File: src/sv/phe_pkg.sv
// Shared types and constants for the pixel histogram engine.
// No dependencies; every other file uses it through scoped names.
package phe_pkg;

    // Field widths fixed by the item format
    localparam int PIXEL_W     = 8;
    localparam int INDEX_W     = 8;
    localparam int OUT_COUNT_W = 24;
    localparam int BIN_COUNT_W = 9;
    localparam int PDATA_W     = 32;
    localparam int PADDR_W     = 3;

    localparam logic [BIN_COUNT_W-1:0] BIN_COUNT_RST = 9'd30;

    // Register word index (paddr[2])
    localparam logic REG_BIN_COUNT = 1'b0;

    // Commands
    typedef logic [1:0] t_cmd;
    localparam t_cmd CMD_COUNT = 2'd0;
    localparam t_cmd CMD_READ  = 2'd1;
    localparam t_cmd CMD_PEAK  = 2'd2;

    // Bin store access controls
    typedef struct packed {
        logic rd_en;
        logic wr_en;
    } t_store_ctl;

endpackage

File: src/sv/phe_cfg_regs.sv
// APB register file for the pixel histogram engine: bin_count register.
// Depends on phe_pkg. Drives the clamped bin count used by the datapath.
module phe_cfg_regs #(
    parameter int MAX_BINS = 256
) (
    input  logic                          i_clk,
    input  logic                          i_rst_n,
    input  logic                          psel,
    input  logic                          penable,
    input  logic                          pwrite,
    input  logic [phe_pkg::PADDR_W-1:0]   paddr,
    input  logic [phe_pkg::PDATA_W-1:0]   pwdata,
    output logic [phe_pkg::PDATA_W-1:0]   prdata,
    output logic                          pready,
    output logic [phe_pkg::BIN_COUNT_W-1:0] o_eff_bins
);

    localparam logic [phe_pkg::BIN_COUNT_W-1:0] MAX_BINS_V =
        phe_pkg::BIN_COUNT_W'(MAX_BINS);

    logic [phe_pkg::BIN_COUNT_W-1:0] r_bin_count;
    logic                            w_wr;

    assign pready = 1'b1;
    assign w_wr   = psel && penable && pwrite &&
                    (paddr[2] == phe_pkg::REG_BIN_COUNT);

    always_ff @(posedge i_clk) begin
        if (!i_rst_n) begin
            r_bin_count <= phe_pkg::BIN_COUNT_RST;
        end else if (w_wr) begin
            r_bin_count <= pwdata[phe_pkg::BIN_COUNT_W-1:0];
        end
    end

    always_comb begin
        prdata = '0;
        if (paddr[2] == phe_pkg::REG_BIN_COUNT) begin
            prdata = {{(phe_pkg::PDATA_W - phe_pkg::BIN_COUNT_W){1'b0}}, r_bin_count};
        end
    end

    // zero acts as one bin, anything above the store depth as the full store
    always_comb begin
        if (r_bin_count == '0) begin
            o_eff_bins = phe_pkg::BIN_COUNT_W'(1);
        end else if (r_bin_count > MAX_BINS_V) begin
            o_eff_bins = MAX_BINS_V;
        end else begin
            o_eff_bins = r_bin_count;
        end
    end

endmodule

File: config.mk
export PLATFORM = sky130hd
export DESIGN_NAME = phe_cfg_regs
export DESIGN_NICKNAME = d
export VERILOG_FILES = /design/src/sv/phe_pkg.sv /design/src/sv/phe_cfg_regs.sv
export SDC_FILE = /design/constraint.sdc
export NUM_CORES = 1
export LEC_CHECK = 0
export BUFFER_PORTS_ARGS = -buffer_cell sky130_fd_sc_hd__buf_4
export CAP_MARGIN = 20
export CORE_MARGIN = 2
export CORE_UTILIZATION = 36
export DETAILED_ROUTE_END_ITERATION = 8
export HOLD_SLACK_MARGIN = 0.03
export PLACE_DENSITY_LB_ADDON = 0.05
export SYNTH_ARGS = -nofsm -noshare
export SYNTH_HDL_FRONTEND = slang
export SYNTH_SLANG_ARGS = --single-unit
File: constraint.sdc
create_clock -name i_clk -period 3 [get_ports i_clk]
set_clock_uncertainty 0.1 [all_clocks]
set_input_delay 0.45 -clock i_clk [delete_from_list [all_inputs] [get_ports i_clk]]
set_output_delay 0.45 -clock i_clk [all_outputs]
set_load 0.01 [all_outputs]
# ---- Word-level counts from Yosys, hierarchy flattened
# Index checks and enable logic that the tools add are counted.
dict set report op_classes {
  n_addsub 0
  n_mul 0
  n_div 0
  magnitude_cmp 1
  n_eq_ne 0
  shifts 0
  muxes 3
  bitwise 1
  n_reduce_logical 4
}
# operator count
set ops {}
lappend ops {{9-bit two-way mux} 3}
lappend ops {{9-bit greater-than comparator, second input constant} 1}
lappend ops {{9-bit zero test} 1}
lappend ops {{1-bit logical AND} 3}
lappend ops {{1-bit inverter} 1}
dict set report totals {
  regBits 9
  latchBits 0
  mem_bits_rw 0
  rom_bits 0
  input_bits 40
  out_inout_bits 42
  wordCells 10
  n_memories 0
}

# ---- Depth between registers and ports, before layout
# Gate-level depths: netlist (run 1).
dict set report logic_depth {
  word_depth 3
  ltp_mapped 3
  mapped_depth_nobuf 2
}

# ---- Worst setup path after synthesis (run 1)
# OpenSTA, ideal clock, no wires.
dict set report synth_timing {
  kind {flip-flop to output port}
  from {reg r_bin_count[3] (netlist bit)}
  to {out o_eff_bins[0] (netlist bit)}
  arrival_time_ns 1.031
  required_time_ns 2.450
  slack_ns 1.419
  stages_incl_launch_ff 3
  n_path_buf 0
  cell_sequence {dfxtp_1 -> or4_1 -> o22ai_1}
}
dict set report synth_between {
  elab_chain_cells 3
  elab_cells_between_ends 4
  cone_classes {1 x order compare; 2 x mux; 1 x reduce/logical}
}
# item line
set synth_lines {}
lappend synth_lines {{from (decl)} phe_cfg_regs.sv:21} ;# logic [phe_pkg::BIN_COUNT_W-1:0] r_bin_count;
lappend synth_lines {{from (signal assigned)} phe_cfg_regs.sv:30} ;# r_bin_count <= phe_pkg::BIN_COUNT_RST;
lappend synth_lines {{from (signal assigned)} phe_cfg_regs.sv:32} ;# r_bin_count <= pwdata[phe_pkg::BIN_COUNT_W-1:0];
lappend synth_lines {{9-bit greater-than comparator} phe_cfg_regs.sv:47} ;# end else if (r_bin_count > MAX_BINS_V) begin
lappend synth_lines {{9-bit two-way mux} phe_cfg_regs.sv:47}
lappend synth_lines {{9-bit two-way mux (*)} phe_cfg_regs.sv:45} ;# if (r_bin_count == '0) begin
lappend synth_lines {{to (decl)} phe_cfg_regs.sv:15} ;# output logic [phe_pkg::BIN_COUNT_W-1:0] o_eff_bins
# Every way passes the cells marked *; elsewhere a longest branch is shown, timed or not.

# ---- Final worst setup path (run 1)
dict set report layout_timing {
  from {reg r_bin_count[8] (netlist bit)}
  to {out o_eff_bins[0] (netlist bit)}
}
# Same word-level chain as after synthesis.

==> flow_metrics.tcl, run 1 <==
set metrics [dict create \
    cts_root_buf "clkbuf_4" \
    tritoncts "done" \
    place_area_um2 875 \
    layout.nets 158 \
    grt_pass1_wl_mm 2.25 \
    largest_reg_flops 9 \
    maxSlewHeadroom_pct 63.1 \
    final_cell_mix "buf_4 (32), conb_1 (24), nor2b_1 (15)" \
    min_from "pwdata[8]" \
    start_util_pct 37.5 \
    seq_area_um2 180 \
    clk_pin_slew_worst_paths_ps 60 \
    final_common_cell "buf_4" \
    antenna_cells 0 \
    die_area_um2 2380 \
    wl_per_cell_um 9.16 \
    cts_max_level 1 \
    worstSkewPairLatency_ps 250 \
    gp_congestion 0.639 \
    hold_path_class "in2reg" \
    synth-seq-cells 9 \
    via_per_inst 3.94 \
    die_h_um 48.7 \
    drv_cap 0 \
    clkSinkCount 9 \
    yosysUniqueCellTypes 14 \
    layout-drive-gt1-share_pct 36.8 \
    dp.cells 140 \
    io_pins 82 \
    grt_usage_pct 12.3 \
    io_buffers 32 \
    drc 0 \
    area_growth_pct 25.0 \
    crit_start "r_bin_count[8]$_SDFFE_PN0P_" \
    holdWs_ps 348 \
    grt_start_max_net_pins 19 \
    rows 16 \
    hold_viol_final 0 \
    period_minus_slack_ps 2000 \
    synth_warnings 0 \
    core_area_um2 1920 \
    place_hpwl_mm 1.02 \
    multi_input_area_um2 417 \
    timing.rr.start "r_bin_count[8]$_SDFFE_PN0P_" \
    cp-end-kind "output port" \
    critPathMaxFanout 12 \
    max_freq_ghz 0.501 \
    die_w_um 48.7 \
    postRouteAntennaNets 0 \
    grt_overflow_total 0 \
    syn_inst 87 \
    yosysSeqAreaShare_pct 25.0 \
    p_leak_nw 0.439 \
    fin_cells 144 \
    postCtsHoldBufs 0 \
    netlist_area_um2 721 \
    top_register "r_bin_count" \
    slew_viol_final 0 \
    top_regs "r_bin_count x9" \
    worst_pin_slew_ps 554 \
    fin_tns_setup_ps 0 \
    antenna_found_initial 0 \
    cts_setup_buffers 0 \
    numCtsBuffers 3 \
    critical_path_class "reg2out" \
    syn_avg_cell_area_um2 8.28 \
    fillers 215 \
    critPathLaunchType "flop" \
    first_pass_iters 2 \
    cp.arrival_ps 1450 \
    grt_pass1_vias 497 \
    vias 568 \
    min_period_over_period_pct 66.6 \
    clockBufferDepth 2 \
    fin_area_um2 901 \
    finalCoreUtilization_pct 46.9 \
    irDropWorstVdd_v 0.000160 \
    cts_repair_resize_count 0 \
    drt_iter0_markers 2 \
    outcome "complete, no violations" \
    required_ps 2450 \
    power_density_nw_per_um2 314 \
    finalSetupViolCount 0 \
    rsz0062_at_grt "no" \
    wl_mm 1.32 \
]
## final timing paths
path	to	slack [ps]	depth (start not counted)
setup / recovery	o_eff_bins[0]	1000	3
setup reg to reg	r_bin_count[8]$_SDFFE_PN0P_	2080	2
hold reg to reg	r_bin_count[0]$_SDFFE_PN0P_	360	2
hold / removal	r_bin_count[8]$_SDFFE_PN0P_	350	3
## cells in the mapped netlist, drive strengths merged
library cell / instances / area share, %
buf: 25 / 27
nor2b: 15 / 13
nand2: 10 / 5.2
dfxtp: 9 / 25
mux2i: 9 / 13
and2b: 8 / 9.7
clkbuf: 3 / 1.6
conb: 2 / 1.0
or4: 2 / 2.1
and4b: 1 / 1.4
inv: 1 / 0.52
nor2: 1 / 0.52
o22ai: 1 / 0.87
## area by class of cell
class / instances / area share (%)
clock buffer: 4 / 2.92
inverter: 1 / 0.417
multi-input combinational: 71 / 46.3
sequential: 9 / 20.0
tap: 27 / 3.75
timing repair buffer: 32 / 26.7
## routing by layer
metal | vias up | global-route usage (%) | part of all wire [%]
met5 | - | 0 | 0
met4 | 0 | 7.14 | 0.99
met3 | 2 | 5.25 | 12
met2 | 34 | 17.8 | 45
met1 | 248 | 15.0 | 41
li1 | 284 | - | -
## worst max-delay path, cell delays in order (launching register included)
cell,delay [ps]
dfxtp_1,420
or4_1,500
o22ai_1,120
buf_4,150
## power by group
group | internal (mW) | total [mW] | switching, mW
sequential | 0.122 | 0.125 | 0.00275
clock | 0.0513 | 0.0940 | 0.0427
combinational | 0.0312 | 0.0637 | 0.0325
## metrics by stage
step / worst slack (ps) / total power, mW
after global placement: 1270 / 0.191
after floorplan: 1420 / 0.186
after detailed placement: 1280 / 0.191
final: 1000 / 0.283
after global routing: 888 / 0.304
after CTS: 985 / 0.288
## kinds of logic (layout without fill, tap and decap cells)
group                  Yosys count  count (layout)  synth area share [%]
AOI/OAI and AO/OA                1               1                 0.869
other                            2              24                  1.04
buffers and inverters           29              37                  28.6
DFF                              9               9                  25.0
and+or+nand+nor                 37              37                  31.9
muxes                            9               9                  12.5
Note: power is estimated with default switching activity, not from simulation.
==> run 2, diff against run 1 <==
Settings changed: CORE_UTILIZATION 36 to 33.
Clock period 3 ns to 1.89 ns, I/O delays scaled along.
==> run 2 against run 1 <==
Power up 59%. Non-clock buffer count rose by 2. Critical endpoint unchanged. Clock power is 60% higher. Cell area grew 1.7%. Count of clock-buffer cells in the layout is the same. Register-to-register slack worse by 1000 ps. Cell count increased by 1.4%. Wire length up 8.5%. Via count rose by 0.88%. Global-route usage down 0.87 points. Die area grew 8.3%. Sequential power increased by 58%. Critical path type unchanged.
==> flow_metrics.tcl, run 2 (same netlist as run 1, synthesis figures left out) <==
set metrics [dict create \
    outcome "complete, no violations" \
    critical_path_class "reg2out" \
    wl_per_cell_um 9.80 \
    drv_cap 0 \
    start_util_pct 36.0 \
    drt_iter0_markers 4 \
    rsz0062_at_grt "no" \
    finalSetupViolCount 0 \
    finalCoreUtilization_pct 45.8 \
    final_common_cell "buf_4" \
    cp-end-kind "output port" \
    first_pass_iters 2 \
    vias 573 \
    layout.nets 160 \
    cts_max_level 1 \
    cts_repair_resize_count 0 \
    fillers 216 \
    min_period_over_period_pct 93.9 \
    power_frac_clock_pct 33.2 \
    layout-drive-gt1-share_pct 37.8 \
    grt_overflow_total 0 \
    slowest_stage "or4_1" \
    cts_setup_buffers 0 \
    p_sw_share_pct 27.7 \
    wl_mm 1.43 \
    combPwrFrac_pct 23.0 \
    tritoncts "done" \
    place_hpwl_mm 1.10 \
    io_pins 82 \
    area_growth_pct 27.1 \
    core_area_um2 2000 \
    hold_viol_final 0 \
    rows 16 \
    die_area_um2 2570 \
    min_path_cells 3 \
    antenna_found_initial 0 \
    worst-r2r-setup-slack_ps 1050 \
    cp.arrival_ps 1390 \
    via_per_inst 3.92 \
    path_cells "or4_1, o22ai_1, buf_4" \
    dp.cells 142 \
    worstSkewPairLatency_ps 260 \
    holdWs_ps 173 \
    postRouteAntennaNets 0 \
    hold_path_end "r_bin_count[6]$_SDFFE_PN0P_" \
    reg2reg_depth 3 \
    grt_start_max_net_pins 19 \
    required_ps 1510 \
    clockBufferDepth 2 \
    numCtsBuffers 3 \
    top_regs "r_bin_count x9" \
    p_int_mw 0.326 \
    max_freq_ghz 0.563 \
    irDropWorstVdd_v 0.000286 \
    die_h_um 50.7 \
    switching_power_mw 0.125 \
    r2r-end "r_bin_count[8]$_SDFFE_PN0P_" \
    grt_usage_pct 11.4 \
    cts_root_buf "clkbuf_4" \
    grt_pass1_wl_mm 2.17 \
    antenna_cells 0 \
    fin_cells 146 \
    postCtsHoldBufs 0 \
    clk_pin_slew_worst_paths_ps 60 \
    critPathMaxFanout 4 \
    drc 0 \
    power_density_nw_per_um2 492 \
    period_minus_slack_ps 1780 \
    critPathLaunchType "flop" \
    total_power_mw 0.451 \
    hold_path_class "in2reg" \
    final_cell_mix "buf_4 (34), conb_1 (24), nor2b_1 (15)" \
    fin_tns_setup_ps 0 \
    gp_congestion 0.709 \
    io_buffers 32 \
    min_from "pwdata[6]" \
    largest_reg_flops 9 \
    die_w_um 50.7 \
    slew_viol_final 0 \
    pwr-share-seq_pct 43.8 \
    top_register "r_bin_count" \
    clkSinkCount 9 \
    p_leak_nw 0.449 \
    timing.rr.start "r_bin_count[8]$_SDFFE_PN0P_" \
    grt_pass1_vias 490 \
    critPathMaxStageDelay_ps 520 \
]
-- run 2: cell types whose count changed in the layout (fill, tap and decap cells not counted) --
cell   delta
buf_4     +2
-- run 2: area by class of cell --
| class | instances | area (µm²) | share of cell area, % |
|---|---|---|---|
| inverters | 1 | 3.75 | 0.410 |
| well taps | 27 | 33.8 | 3.69 |
| clock buffers | 4 | 26.3 | 2.87 |
| multi-input cells | 71 | 417 | 45.5 |
| flip-flops and latches | 9 | 180 | 19.7 |
| repair buffers | 34 | 255 | 27.9 |
-- run 2: routing by layer --
layer / vias to the layer above / wire length [µm] / GRT usage (%)
met4: 0 / 0 / 5.41
met2: 35 / 695 / 18.6
met3: 0 / 126 / 2.68
met5: - / 0 / 0
met1: 250 / 609 / 14.0
li1: 288 / - / -
-- run 2: metrics by stage --
stage | area (µm²) | worst slack [ps]
final | 916 | 114
after global routing | 916 | 36.4
after CTS | 916 | 92.8
after detailed placement | 890 | 399
after global placement | 890 | 362
after floorplan | 803 | 475
-- run 2: worst max path at each step --
stage,from,slack [ps],depth (start not counted),endpoint
global placement,r_bin_count[3]$_SDFFE_PN1P_,360,3,o_eff_bins[0]
finish,r_bin_count[3]$_SDFFE_PN1P_,110,3,o_eff_bins[0]
CTS,r_bin_count[3]$_SDFFE_PN1P_,90,3,o_eff_bins[0]
global route,r_bin_count[3]$_SDFFE_PN1P_,40,3,o_eff_bins[0]
detailed placement,r_bin_count[3]$_SDFFE_PN1P_,400,3,o_eff_bins[0]
floorplan,r_bin_count[3]$_SDFFE_PN1P_,480,2,o_eff_bins[0]
-- run 2: critical path, delay by kind of cell (launching register included) --
kind	cells	cell delay, ps
DFF	1	330
and+or+nand+nor	1	520
AOI/OAI and AO/OA	1	140
buffers and inverters	1	140
-- run 2: power by group through the flow --
stage / clock network, mW / registers, mW / logic, mW
floorplan: 0 / 0.200 / 0.0943
detailed placement: 0 / 0.202 / 0.104
CTS: 0.154 / 0.197 / 0.104
global placement: 0 / 0.202 / 0.103
finish: 0.150 / 0.197 / 0.104
global route: 0.166 / 0.198 / 0.114
==> run 3, diff against run 2 <==
Settings changed: BUFFER_PORTS_ARGS -buffer_cell sky130_fd_sc_hd__buf_4 to default, CORE_AREA from default to 2 2 39 41, CORE_MARGIN 2 to default, CORE_UTILIZATION 33 to default, DIE_AREA from default to 0 0 41 43, DONT_BUFFER_PORTS from default to 1.
==> run 3 against run 2 <==
Register-to-register slack about the same. Count of clock-buffer cells in the layout unchanged. Combinational power down 44%. Wire length down 19%. Non-clock buffer count down 33. Die area down 31%. Critical path depth down 1. Critical path type unchanged. Critical endpoint unchanged.
==> flow_metrics.tcl, run 3 (same netlist as run 1, synthesis figures left out) <==
set metrics [dict create \
    outcome "complete, no violations" \
    postCtsHoldBufs 0 \
    core_area_um2 1380 \
    drv_cap 0 \
    worst-r2r-setup-slack_ps 1050 \
    power_frac_clock_pct 36.7 \
    io_buffers 0 \
    fin_tns_setup_ps 0 \
    pwr-share-seq_pct 48.9 \
    die_h_um 43 \
    worst_pin_slew_ps 559 \
    p_leak_nw 0.286 \
    first_pass_iters 3 \
    p_int_mw 0.294 \
    die_w_um 41 \
    timing.rr.start "r_bin_count[8]$_SDFFE_PN0P_" \
    via_per_inst 4.63 \
    reg2reg_depth 3 \
    vias 472 \
    grt_start_max_net_pins 19 \
    r2r-end "r_bin_count[8]$_SDFFE_PN0P_" \
    critPathMaxStageDelay_ps 530 \
    drc 0 \
    tritoncts "done" \
    antenna_found_initial 0 \
    maxSlewHeadroom_pct 62.7 \
    layout.nets 127 \
    critical_path_class "reg2out" \
    grt_usage_pct 14.3 \
    period_minus_slack_ps 1760 \
    rsz0062_at_grt "no" \
    worstSkewPairLatency_ps 250 \
    cts_max_level 1 \
    crit_start "r_bin_count[7]$_SDFFE_PN0P_" \
    cts_root_buf "clkbuf_4" \
    fin_cells 102 \
    finalSetupViolCount 0 \
    start_util_pct 52.1 \
    layout-drive-gt1-share_pct 14.0 \
    final_common_cell "conb_1" \
    largest_reg_flops 9 \
    grt_pass1_vias 360 \
    cp.arrival_ps 1370 \
    io_pins 82 \
    clkSinkCount 9 \
    min_period_over_period_pct 92.9 \
    drt_iter0_markers 2 \
    cts_repair_resize_count 0 \
    top_register "r_bin_count" \
    max_freq_ghz 0.569 \
    slew_viol_final 0 \
    antenna_cells 0 \
    postRouteAntennaNets 0 \
    numCtsBuffers 3 \
    clockBufferDepth 2 \
    grt_overflow_total 0 \
    grt_pass1_wl_mm 1.63 \
    required_ps 1510 \
    crit_end "o_eff_bins[0]" \
    wl_per_cell_um 11.4 \
    clk_pin_slew_worst_paths_ps 60 \
    combPwrFrac_pct 14.4 \
    dp.cells 98 \
    critPathMaxFanout 4 \
    top_regs "r_bin_count x9" \
    cp-end-kind "output port" \
    p_sw_share_pct 27.2 \
    hold_viol_final 0 \
    place_hpwl_um 877 \
    min_from "pwdata[8]" \
    hold_path_class "in2reg" \
    gp_congestion 0.667 \
    final_cell_mix "conb_1 (24), nor2b_1 (15), nand2_1 (10)" \
    cts_setup_buffers 0 \
    path_cells "or4_1, o22ai_1" \
    critPathLaunchType "flop" \
    area_growth_pct -9.20 \
    irDropWorstVdd_v 0.000312 \
    power_density_nw_per_um2 616 \
    switching_power_mw 0.110 \
    die_area_um2 1760 \
    rows 14 \
    slowest_stage "or4_1" \
    wl_mm 1.16 \
]
-- run 3: changes by cell type in the layout (fill, tap and decap cells not counted), sizes merged --
cell,change
buf,-33
-- run 3: cell type report --
type                            count  area, µm²
Fill cell                         155        729
Multi-Input combinational cell     71        417
Sequential cell                     9        180
Clock buffer                        4       26.3
Tap cell                           16       20.0
Timing Repair Buffer                1       7.51
Inverter                            1       3.75
-- run 3: stage by stage --
stage	power (mW)	hold slack [ps]	instance area, µm²	utilization [%]	worst slack (ps)
final	0.403	60.4	654	47.3	133
after global routing	0.429	57.0	654	47.3	59.3
after CTS	0.410	54.5	654	47.3	114
after detailed placement	0.259	336	628	45.4	406
after global placement	0.259	330	628	45.4	402
after floorplan	0.295	326	803	-	475
-- run 3: worst min-delay path by stage --
stage | cells after the start | end
after floorplan | 2 | r_bin_count[0]$_SDFFE_PN0P_
after global placement | 2 | r_bin_count[6]$_SDFFE_PN0P_
after detailed placement | 2 | r_bin_count[8]$_SDFFE_PN0P_
after CTS | 2 | r_bin_count[8]$_SDFFE_PN0P_
after global routing | 2 | r_bin_count[8]$_SDFFE_PN0P_
final | 2 | r_bin_count[8]$_SDFFE_PN0P_
-- run 3: metal layers --
metal | vias to the layer above | GRT usage [%] | share of wire [%]
met1 | 214 | 17.9 | 42
li1 | 222 | - | -
met3 | 2 | 5.76 | 12
met2 | 34 | 19.1 | 45
met4 | 0 | 10.0 | 0.86
met5 | - | 0 | 0
-- run 3: worst max-delay path: cells and delay by family (launching register included) --
family,cells,cell delay [ps]
AOI/OAI and AO/OA,1,260
DFF,1,330
and+or+nand+nor,1,530
-- run 3: power groups by stage --
stage | Sequential (mW) | Combinational, mW | Clock, mW
2_1_floorplan | 0.200 | 0.0943 | 0
3_3_place_gp | 0.201 | 0.0573 | 0
3_5_place_dp | 0.201 | 0.0577 | 0
4_1_cts | 0.197 | 0.0578 | 0.155
5_1_grt | 0.198 | 0.0660 | 0.165
6_report | 0.197 | 0.0579 | 0.148
